## src/assert_macros.svh

```systemverilog
// ----------------------------------------------------------------------------
// Assertion macros
// Shared concurrent assertion forms for the find and replace core.
// ----------------------------------------------------------------------------
`ifndef ASSERT_MACROS_SVH
`define ASSERT_MACROS_SVH
`ifndef NO_ASSERTIONS
`define ASSERT_IMP(lbl, clk, rst_n, ante, cons) \
    lbl: assert property (@(posedge clk) disable iff (!rst_n) (ante) |-> (cons)) \
        else $error("assertion failed: same-cycle implication");
`define ASSERT_NXT(lbl, clk, rst_n, ante, cons) \
    lbl: assert property (@(posedge clk) disable iff (!rst_n) (ante) |=> (cons)) \
        else $error("assertion failed: next-cycle implication");
`else
`define ASSERT_IMP(lbl, clk, rst_n, ante, cons)
`define ASSERT_NXT(lbl, clk, rst_n, ante, cons)
`endif
`endif

```

## src/sfr_pkg.sv

```systemverilog
// ----------------------------------------------------------------------------
// sfr_pkg
// Types and constants shared by the stream find and replace modules.
// ----------------------------------------------------------------------------
package sfr_pkg;

    localparam int MAX_FIND    = 8;
    localparam int MAX_REPLACE = 8;
    localparam int WIN_BYTES   = 8;

    typedef enum logic [1:0] {
        CFG_FIND_PAT = 2'd0,
        CFG_FIND_LEN = 2'd1,
        CFG_REP_PAT  = 2'd2,
        CFG_REP_LEN  = 2'd3
    } t_cfg_idx;

    // Effective configuration, lengths already clamped.
    typedef struct packed {
        logic [63:0] find_pat;
        logic [3:0]  pat_len;
        logic [63:0] rep_pat;
        logic [3:0]  rep_len;
    } t_cfg;

    // One run of results caused by a single item.
    typedef struct packed {
        logic [63:0] bytes;
        logic [3:0]  cnt;
        logic        has;
        logic        text_end;
        logic [31:0] total;
    } t_run;

    typedef struct packed {
        logic [2:0]  pend_cnt;
        logic [31:0] match_cnt;
    } t_step_stat;

endpackage

```

## src/sfr_in_if.sv

```systemverilog
// ----------------------------------------------------------------------------
// sfr_in_if
// Input channel: one text byte per item.
// ----------------------------------------------------------------------------
interface sfr_in_if;
    logic       valid;
    logic       ready;
    logic [7:0] in_byte;
    logic       text_last;

    modport source (output valid, output in_byte, output text_last, input ready);
    modport sink (input valid, input in_byte, input text_last, output ready);
endinterface

```

## src/sfr_out_if.sv

```systemverilog
// ----------------------------------------------------------------------------
// sfr_out_if
// Output channel: one result byte or end marker per item.
// ----------------------------------------------------------------------------
interface sfr_out_if;
    logic        valid;
    logic        ready;
    logic [7:0]  out_byte;
    logic        has_byte;
    logic        run_last;
    logic        text_end;
    logic [31:0] match_total;

    modport source (output valid, output out_byte, output has_byte, output run_last,
                    output text_end, output match_total, input ready);
    modport sink (input valid, input out_byte, input has_byte, input run_last,
                  input text_end, input match_total, output ready);
endinterface

```

## src/sfr_cfg_regs.sv

```systemverilog
// ----------------------------------------------------------------------------
// sfr_cfg_regs
// Configuration registers with length clamping.
// ----------------------------------------------------------------------------
module sfr_cfg_regs import sfr_pkg::*; (
    input  logic        i_clk,
    input  logic        i_rst_n,
    input  logic        i_cfg_we,
    input  logic [1:0]  i_cfg_idx,
    input  logic [63:0] i_cfg_data,
    output t_cfg        o_cfg
);

    logic [63:0] r_find_pat;
    logic [3:0]  r_pat_len;
    logic [63:0] r_rep_pat;
    logic [3:0]  r_rep_len;

    always_ff @(posedge i_clk) begin
        if (!i_rst_n) begin
            r_find_pat <= '0;
            r_pat_len  <= 4'd1;
            r_rep_pat  <= '0;
            r_rep_len  <= '0;
        end else if (i_cfg_we) begin
            case (t_cfg_idx'(i_cfg_idx))
                CFG_FIND_PAT: r_find_pat <= i_cfg_data;
                CFG_FIND_LEN: r_pat_len  <= i_cfg_data[3:0];
                CFG_REP_PAT:  r_rep_pat  <= i_cfg_data;
                CFG_REP_LEN:  r_rep_len  <= i_cfg_data[3:0];
                default: ;
            endcase
        end
    end

    always_comb begin
        o_cfg.find_pat = r_find_pat;
        o_cfg.rep_pat  = r_rep_pat;
        if (r_pat_len == 4'd0) begin
            o_cfg.pat_len = 4'd1;
        end else if (r_pat_len > 4'(MAX_FIND)) begin
            o_cfg.pat_len = 4'(MAX_FIND);
        end else begin
            o_cfg.pat_len = r_pat_len;
        end
        if (r_rep_len > 4'(MAX_REPLACE)) begin
            o_cfg.rep_len = 4'(MAX_REPLACE);
        end else begin
            o_cfg.rep_len = r_rep_len;
        end
    end

endmodule

```

## src/sfr_step.sv

```systemverilog
// ----------------------------------------------------------------------------
// sfr_step
// Pending window, match counter and the per-item match and shift logic.
// ----------------------------------------------------------------------------
module sfr_step import sfr_pkg::*; (
    input  logic       i_clk,
    input  logic       i_rst_n,
    input  t_cfg       i_cfg,
    input  logic [7:0] i_byte,
    input  logic       i_last,
    input  logic       i_adv,
    output t_run       o_run,
    output t_step_stat o_stat
);

    logic [7:0]  r_win [WIN_BYTES];
    logic [2:0]  r_pend;
    logic [31:0] r_total;

    logic [7:0]           w [WIN_BYTES];
    logic [63:0]          w_pack;
    logic [3:0]           wn;
    logic [WIN_BYTES-1:0] pfx;
    logic [WIN_BYTES-1:0] ok;
    logic [3:0]           jsel;
    logic                 full;
    logic [31:0]          n_total;
    logic [3:0]           emit_cnt;
    logic [63:0]          n_win_pack;
    logic [2:0]           n_pend;

    always_comb begin
        wn = {1'b0, r_pend} + 4'd1;
        for (int i = 0; i < WIN_BYTES; i++) begin
            w[i] = (3'(i) == r_pend) ? i_byte : r_win[i];
            w_pack[8*i +: 8] = w[i];
        end

        // pfx[j]: the bytes from j to the newest one are a prefix of the pattern.
        for (int j = 0; j < WIN_BYTES; j++) begin
            pfx[j] = 1'b1;
            for (int i = 0; i < WIN_BYTES; i++) begin
                if (i + j < WIN_BYTES) begin
                    if (4'(j) < wn && 4'(i) < (wn - 4'(j))) begin
                        if (w[3'(i + j)] != i_cfg.find_pat[8*i +: 8]) begin
                            pfx[j] = 1'b0;
                        end
                    end
                end
            end
            ok[j] = (4'(j) >= wn) || (((wn - 4'(j)) < i_cfg.pat_len) && pfx[j]);
        end

        full = (wn == i_cfg.pat_len) && pfx[0];

        jsel = 4'(WIN_BYTES);
        for (int j = WIN_BYTES - 1; j >= 0; j--) begin
            if (ok[j]) begin
                jsel = 4'(j);
            end
        end

        n_total = (full && r_total != '1) ? r_total + 32'd1 : r_total;

        if (full) begin
            o_run.bytes = i_cfg.rep_pat;
            emit_cnt    = i_cfg.rep_len;
        end else begin
            o_run.bytes = w_pack;
            emit_cnt    = i_last ? wn : jsel;
        end
        o_run.cnt = emit_cnt;
        o_run.has = 1'b1;
        if (i_last && emit_cnt == 4'd0) begin
            o_run.cnt   = 4'd1;
            o_run.has   = 1'b0;
            o_run.bytes = '0;
        end
        o_run.text_end = i_last;
        o_run.total    = n_total;

        n_win_pack = w_pack >> {jsel, 3'b000};
        n_pend     = (full || i_last) ? 3'd0 : 3'(wn - jsel);
    end

    always_ff @(posedge i_clk) begin
        if (!i_rst_n) begin
            r_pend  <= '0;
            r_total <= '0;
        end else if (i_adv) begin
            r_pend  <= n_pend;
            r_total <= i_last ? 32'd0 : n_total;
        end
    end

    always_ff @(posedge i_clk) begin
        if (i_adv) begin
            for (int i = 0; i < WIN_BYTES; i++) begin
                r_win[i] <= n_win_pack[8*i +: 8];
            end
        end
    end

    assign o_stat.pend_cnt  = r_pend;
    assign o_stat.match_cnt = r_total;

endmodule

```

## src/sfr_emit.sv

```systemverilog
// ----------------------------------------------------------------------------
// sfr_emit
// Result register: shifts a run of up to eight results out one per cycle while the output is ready.
// ----------------------------------------------------------------------------
module sfr_emit import sfr_pkg::*; (
    input  logic       i_clk,
    input  logic       i_rst_n,
    input  logic       i_load,
    input  t_run       i_run,
    output logic       o_free,
    sfr_out_if.source  o_out
);

    logic [63:0] r_buf;
    logic [3:0]  r_rem;
    logic        r_has;
    logic        r_end;
    logic [31:0] r_total;
    logic        pop;

    assign pop    = (r_rem != 4'd0) && o_out.ready;
    assign o_free = (r_rem == 4'd0) || (r_rem == 4'd1 && o_out.ready);

    always_ff @(posedge i_clk) begin
        if (!i_rst_n) begin
            r_rem <= '0;
        end else if (i_load) begin
            r_rem <= i_run.cnt;
        end else if (pop) begin
            r_rem <= r_rem - 4'd1;
        end
    end

    always_ff @(posedge i_clk) begin
        if (i_load) begin
            r_buf   <= i_run.bytes;
            r_has   <= i_run.has;
            r_end   <= i_run.text_end;
            r_total <= i_run.total;
        end else if (pop) begin
            r_buf <= {8'd0, r_buf[63:8]};
        end
    end

    assign o_out.valid       = (r_rem != 4'd0);
    assign o_out.out_byte    = r_buf[7:0];
    assign o_out.has_byte    = r_has;
    assign o_out.run_last    = (r_rem == 4'd1);
    assign o_out.text_end    = r_end && (r_rem == 4'd1);
    assign o_out.match_total = r_total;

endmodule

```

## src/stream_find_replace_core.sv

```systemverilog
// An accepted item is registered in the input register; its results are computed
// combinationally and loaded, once it is free, into the output register that offers them.
// Throughput: one item per cycle while each item yields at most one result and the
// output is ready; an item that yields several results holds the single output
// register until all of them have been taken.
// Reset: synchronous, active low; clears the pending count, match count and valid
// state, and returns the configuration to its defaults.
// ----------------------------------------------------------------------------
// stream_find_replace_core
// Byte stream find and replace with a pending window and match count.
// ----------------------------------------------------------------------------
`include "assert_macros.svh"

module stream_find_replace_core import sfr_pkg::*; (
    input  logic        i_clk,
    input  logic        i_rst_n,
    input  logic        i_cfg_we,
    input  logic [1:0]  i_cfg_idx,
    input  logic [63:0] i_cfg_data,
    sfr_in_if.sink      i_in,
    sfr_out_if.source   o_out
);

    t_cfg       cfg;
    t_run       run;
    t_step_stat stat;

    logic       r_in_v;
    logic [7:0] r_in_byte;
    logic       r_in_last;
    logic       emit_free;
    logic       need_emit;
    logic       consume;

    sfr_cfg_regs u_cfg (
        .i_clk      (i_clk),
        .i_rst_n    (i_rst_n),
        .i_cfg_we   (i_cfg_we),
        .i_cfg_idx  (i_cfg_idx),
        .i_cfg_data (i_cfg_data),
        .o_cfg      (cfg)
    );

    sfr_step u_step (
        .i_clk   (i_clk),
        .i_rst_n (i_rst_n),
        .i_cfg   (cfg),
        .i_byte  (r_in_byte),
        .i_last  (r_in_last),
        .i_adv   (consume),
        .o_run   (run),
        .o_stat  (stat)
    );

    sfr_emit u_emit (
        .i_clk   (i_clk),
        .i_rst_n (i_rst_n),
        .i_load  (consume && need_emit),
        .i_run   (run),
        .o_free  (emit_free),
        .o_out   (o_out)
    );

    assign need_emit  = (run.cnt != 4'd0);
    assign consume    = r_in_v && (!need_emit || emit_free);
    assign i_in.ready = !r_in_v || consume;

    always_ff @(posedge i_clk) begin
        if (!i_rst_n) begin
            r_in_v <= 1'b0;
        end else if (i_in.ready) begin
            r_in_v <= i_in.valid;
        end
    end

    always_ff @(posedge i_clk) begin
        if (i_in.valid && i_in.ready) begin
            r_in_byte <= i_in.in_byte;
            r_in_last <= i_in.text_last;
        end
    end

    `ASSERT_IMP(a_bare_marker_ends_text, i_clk, i_rst_n, o_out.valid && !o_out.has_byte, o_out.out_byte == 8'd0 && o_out.text_end && o_out.run_last)
    `ASSERT_IMP(a_text_end_on_run_last, i_clk, i_rst_n, o_out.valid && o_out.text_end, o_out.run_last)
    `ASSERT_NXT(a_last_clears_state, i_clk, i_rst_n, consume && r_in_last, stat.pend_cnt == 3'd0 && stat.match_cnt == 32'd0)

endmodule
```

## src/flat_wrapper.sv

```systemverilog
// flat-port wrapper written by rule: the top's interface ports become plain ports
module stream_find_replace_core_flat import sfr_pkg::*;
  (i_clk, i_rst_n, i_cfg_we, i_cfg_idx, i_cfg_data, i_in_valid, i_in_in_byte, i_in_text_last, i_in_ready, o_out_valid, o_out_out_byte, o_out_has_byte, o_out_run_last, o_out_text_end, o_out_match_total, o_out_ready);
  sfr_in_if i_in_i ();
  sfr_out_if o_out_i ();
  input  logic i_clk;
  input  logic i_rst_n;
  input  logic i_cfg_we;
  input  logic [1:0] i_cfg_idx;
  input  logic [63:0] i_cfg_data;
  input wire logic [$bits(i_in_i.valid)-1:0] i_in_valid;
  input wire logic [$bits(i_in_i.in_byte)-1:0] i_in_in_byte;
  input wire logic [$bits(i_in_i.text_last)-1:0] i_in_text_last;
  output wire logic [$bits(i_in_i.ready)-1:0] i_in_ready;
  output wire logic [$bits(o_out_i.valid)-1:0] o_out_valid;
  output wire logic [$bits(o_out_i.out_byte)-1:0] o_out_out_byte;
  output wire logic [$bits(o_out_i.has_byte)-1:0] o_out_has_byte;
  output wire logic [$bits(o_out_i.run_last)-1:0] o_out_run_last;
  output wire logic [$bits(o_out_i.text_end)-1:0] o_out_text_end;
  output wire logic [$bits(o_out_i.match_total)-1:0] o_out_match_total;
  input wire logic [$bits(o_out_i.ready)-1:0] o_out_ready;
  assign i_in_i.valid = i_in_valid;
  assign i_in_i.in_byte = i_in_in_byte;
  assign i_in_i.text_last = i_in_text_last;
  assign i_in_ready = i_in_i.ready;
  assign o_out_valid = o_out_i.valid;
  assign o_out_out_byte = o_out_i.out_byte;
  assign o_out_has_byte = o_out_i.has_byte;
  assign o_out_run_last = o_out_i.run_last;
  assign o_out_text_end = o_out_i.text_end;
  assign o_out_match_total = o_out_i.match_total;
  assign o_out_i.ready = o_out_ready;
  stream_find_replace_core u_core (.i_clk(i_clk), .i_rst_n(i_rst_n), .i_cfg_we(i_cfg_we), .i_cfg_idx(i_cfg_idx), .i_cfg_data(i_cfg_data), .i_in(i_in_i), .o_out(o_out_i));
endmodule
```

## config.mk

```make
export PLATFORM = sky130hd
export DESIGN_NAME = stream_find_replace_core_flat
export DESIGN_NICKNAME = d
export VERILOG_FILES = /design/src/sfr_pkg.sv /design/src/sfr_in_if.sv /design/src/sfr_out_if.sv /design/src/sfr_cfg_regs.sv /design/src/sfr_step.sv /design/src/sfr_emit.sv /design/src/stream_find_replace_core.sv /design/src/flat_wrapper.sv
export VERILOG_INCLUDE_DIRS = /design/src /design/src/src
export SDC_FILE = /design/constraint.sdc
export NUM_CORES = 1
export LEC_CHECK = 0
export BUFFER_PORTS_ARGS = -buffer_cell sky130_fd_sc_hd__buf_2
export CAP_MARGIN = 10
export CORE_ASPECT_RATIO = 0.75
export CORE_MARGIN = 1.5
export CORE_UTILIZATION = 30
export CTS_CLUSTER_DIAMETER = 60
export CTS_CLUSTER_SIZE = 8
export DETAILED_ROUTE_END_ITERATION = 10
export GPL_TIMING_DRIVEN = 0
export PLACE_DENSITY = 0.41
export SYNTH_ARGS = -nofsm -noshare
export SYNTH_HDL_FRONTEND = slang
export SYNTH_SLANG_ARGS = --single-unit
```

## constraint.sdc

```tcl
create_clock -name i_clk -period 13.4 [get_ports i_clk]
set_input_delay 2.68 -clock i_clk [delete_from_list [all_inputs] [get_ports i_clk]]
set_output_delay 2.68 -clock i_clk [all_outputs]
set_load 0.02 [all_outputs]
```

==> metrics.csv <==
stage;metric;value;unit
status;status;complete, no violations;
power;P_int;2.26;mW
power;Peak VDD IR;0.0849;mV
logic_synthesis;FF+latch count, synth;315;
routing;via count;15000;
worst_setup_path;RR Startpoint;u_core.u_step.r_pend[0];
worst_setup_path;Worst Path Required;10720;ps
die;Core Box Area;57300;µm²
power;Clock power frac;0.347;
clock_network;hold_buf cts;0;
sta;worst-margin pin slew;1290;ps
logic_synthesis;EDFF count, synth;171;
routing;DRC viols;0;
die;row cnt;76;
clock_network;Setup Fix Bufs, Post-CTS;0;
die;Die Y;211;µm
placement;RePlAce Congestion;0.953;
clock_network;H-tree Lvls;2;
routing;Pre-Repair DR Iteration Count;6;
logic_synthesis;sequential area share after synthesis;0.462;
layout;Design Area, Final;20500;µm²
global_route;first-pass GRT wire length;98900;µm
power;P per Cell Area;168;nW/µm²
power;cell leakage power;8.05;nW
sta;Setup Skew;38.5;ps
clock_network;post-cts resize count;0;
worst_setup_path;r2r setup slk;6810;ps
worst_setup_path;CP Max Fanout;12;
routing;Metal-1 WL;36700;µm
sta;setup violators final;0;
placement;DPL Wire Length;52500;µm
logic_synthesis;Post-Syn Nets;2001;
global_route;initial antenna violation count;1;
worst_setup_path;reg2reg path depth;15;
logic_synthesis;Mapped Area;17400;µm²
routing;initial DRC count;1503;
layout;NumNets Final;2178;
min_path;Hold Path Class;reg -> reg;
global_route;global-route usage over all layers;0.230;
global_route;vias in the first global route;14200;
logic_synthesis;Syn Inst Count;1884;
sta;Slew HR;0.135;
sta;fin crit period;8140;ps
clock_network;TritonCTS clock tree;built;
power;switching fraction of total power;0.343;
sta;Hold Vio Cnt, Final;0;
routing;WL met3;4280;µm
clock_network;clk_lat worst skew;610;ps
clock_network;Longest Clk Path Bufs;3;
sta;setup TNS;0;ps
min_path;hold depth;2;
clock_network;# clock sinks;315;
clock_network;clock-pin slew on the worst setup and hold paths;50;ps
logic_synthesis;Distinct cells, synth;82;
global_route;total congestion overflow;0;
global_route;largest net degree at the start of global routing;65;
power;share of power burned in registers;0.403;
flow_run;number of max-cap violations;0;
routing;Vias/cell;5.19;
layout;antenna cells;0;
sta;fin. max-slew vios;0;
clock_network;Root Driver;clkbuf_16;
logic_synthesis;Synth Warn #;0;
power;switching pwr;1.18;mW
min_path;launch point of the worst hold path;u_core.u_cfg.r_rep_pat[17];
worst_setup_path;Worst setup SP type;flop;
die;Ports;125;
sta;Final period util;0.607;
routing;final wirelength;68900;µm
routing;WL/cell;23.9;µm
sta;Hold WS;450;ps
die;DIE WIDTH;281;µm
die;initial cell density of the core;0.303;
routing;max layer used;met5;
placement;Post-DP Area;19000;µm²
clock_network;Num CTS Buffers;48;
worst_setup_path;Worst Setup End Kind;output port;
die;die area;59300;µm²
layout;share of cells above drive strength 1;0.130;
logic_synthesis;Avg Cell Area, Syn;9.22;µm²
power;logic gate share of total power;0.250;
sta;setup ws final;5260;ps
worst_setup_path;Reg2Reg Capture Point;u_core.u_emit.r_buf[49];
worst_setup_path;critical path class;reg -> out;
routing;Met2 Routed Length;26900;µm
min_path;hold endpoint;u_core.u_cfg.r_rep_pat[17];
sta;RSZ-0062 raised after global routing;false;
layout;Area Overhead vs Synth;18.1;%
placement;Setup Slack @ Placement;5890;ps
worst_setup_path;CP arrival;5460;ps
logic_synthesis;async set-reset flop share out of synthesis;0;
placement;Buffers on Ports;124;
sta;fmax;0.123;GHz
routing;Final ANT Viol Nets;0;
logic_synthesis;ys flop type;edfxtp_1;
routing by layer:
| metal | up-vias | global-route usage |
|---|---|---|
| met2 | 440 | 0.311 |
| li1 | 7038 | - |
| met3 | 68 | 0.0366 |
| met5 | - | 0 |
| met1 | 7413 | 0.375 |
| met4 | 2 | 0.0436 |
registers in the layout, indices dropped and copies added (netlist names):
name and flops:
u_core.r_in_byte 8, u_core.u_emit.r_buf 64, u_core.u_cfg.r_rep_pat 64, u_core.u_emit.o_out.match_total 32, u_core.u_cfg.r_rep_len 4, u_core.u_cfg.r_pat_len 4
u_core.u_step.r_total 32, u_core.u_cfg.r_find_pat 32, u_core.r_in_v 1, u_core.u_step.r_pend 3, u_core.u_emit.r_end 1, u_core.u_emit.o_out.has_byte 1
u_core.r_in_last 1, u_core.u_step.r_win 64, u_core.u_emit.r_rem 4
cell usage in the layout, fill, tap and decap left out, drive strengths merged, types with 33 or more instances in the layout:
| cell type | instances |
|---|---|
| inv | 38 |
| clkbuf | 177 |
| o21ai | 149 |
| xnor2 | 83 |
| dfxtp | 144 |
| buf | 176 |
| nand2 | 375 |
| edfxtp | 171 |
| o22ai | 33 |
| a21oi | 157 |
| ha | 36 |
| nor2 | 103 |
| xor2 | 39 |
| mux2i | 126 |
worst max-delay path, stage by stage (launching register included):
cell	delay, ps
dfxtp_1	630
ha_1	290
ha_1	190
buf_6	230
mux2i_2	810
xnor2_1	220
nor4_2	80
a21oi_1	610
a221oi_4	110
a32oi_2	630
a21boi_4	430
a21oi_4	110
a21oi_1	280
inv_1	70
buf_2	160
through the flow:
stage | power, mW | util | instances
2_1_floorplan | 1.88 | - | 1884
3_3_place_gp | 2.25 | 0.331 | 2788
3_5_place_dp | 2.25 | 0.332 | 2791
4_1_cts | 3.46 | 0.358 | 2880
5_1_grt | 3.59 | 0.358 | 2880
6_report | 3.44 | 0.358 | 2880
logic make-up (layout without fill, tap and decap cells):
logic type	Yosys count	in the layout	synth area share
muxes	136	136	0.0844
AOI/OAI and AO/OA	446	446	0.154
DFF	315	315	0.462
xor gates and xnor gates	122	122	0.0615
adders and majority gates	37	37	0.0271
buffers and inverters	183	399	0.0447
and+or+nand+nor	645	645	0.167
power groups by stage:
stage	sequential, mW	clock (mW)	combinational, mW
after floorplan	1.39	0	0.483
after global placement	1.42	0	0.831
after detailed placement	1.40	0	0.851
after CTS	1.38	1.22	0.854
after global routing	1.40	1.26	0.930
final	1.39	1.19	0.860
cell usage after synthesis (all sizes together), types with 5 or more instances:
cell / instances / area [µm²]
a21oi: 157 / 797
xnor2: 83 / 727
a221oi: 5 / 61.3
inv: 37 / 139
o41ai: 5 / 62.6
nor3: 21 / 121
o21bai: 5 / 37.5
clkbuf: 96 / 360
nand3: 24 / 125
nor3b: 5 / 42.5
and2: 9 / 58.8
mux2i: 126 / 1350
nand3b: 11 / 82.6
dfxtp: 144 / 2880
mux2: 10 / 113
and3: 17 / 106
o22ai: 33 / 206
nand2b: 15 / 93.8
nor4: 20 / 131
buf: 49 / 273
nor2b: 11 / 71.3
xor2: 39 / 342
ha: 36 / 450
a22oi: 18 / 135
edfxtp: 171 / 5130
o21ai: 149 / 746
o221ai: 8 / 70.1
nand2: 375 / 1410
a31oi: 8 / 56.3
nor2: 103 / 389
o211ai: 17 / 128
and4: 6 / 52.6
a211oi: 15 / 125
nand4: 8 / 50.1
worst max-delay path by stage:
| stage | start | endpoint | slack [ps] | cells past startpoint |
|---|---|---|---|---|
| after global routing | u_core.u_step.r_pend[0] | i_in_ready | 4970 | 14 |
| after global placement | u_core.u_step.r_pend[0] | u_core.u_emit.r_buf[0] | 5030 | 14 |
| final | u_core.u_step.r_pend[0] | i_in_ready | 5260 | 14 |
| after detailed placement | u_core.u_step.r_pend[0] | i_in_ready | 5890 | 14 |
| after floorplan | u_core.u_step.r_pend[0] | i_in_ready | 7350 | 16 |
| after CTS | u_core.u_step.r_pend[0] | i_in_ready | 5230 | 14 |
cell type report:
| cell class | instances | area (µm²) |
|---|---|---|
| fill | 5930 | 36800 |
| multi-input combinational | 1386 | 8580 |
| sequential | 315 | 8020 |
| clock buffer | 81 | 1360 |
| tap | 780 | 976 |
| timing repair buffer | 127 | 683 |
| buffer | 145 | 636 |
| inverter | 38 | 143 |
| clock inverter | 8 | 124 |
Note: power is estimated with default switching activity, not from simulation.
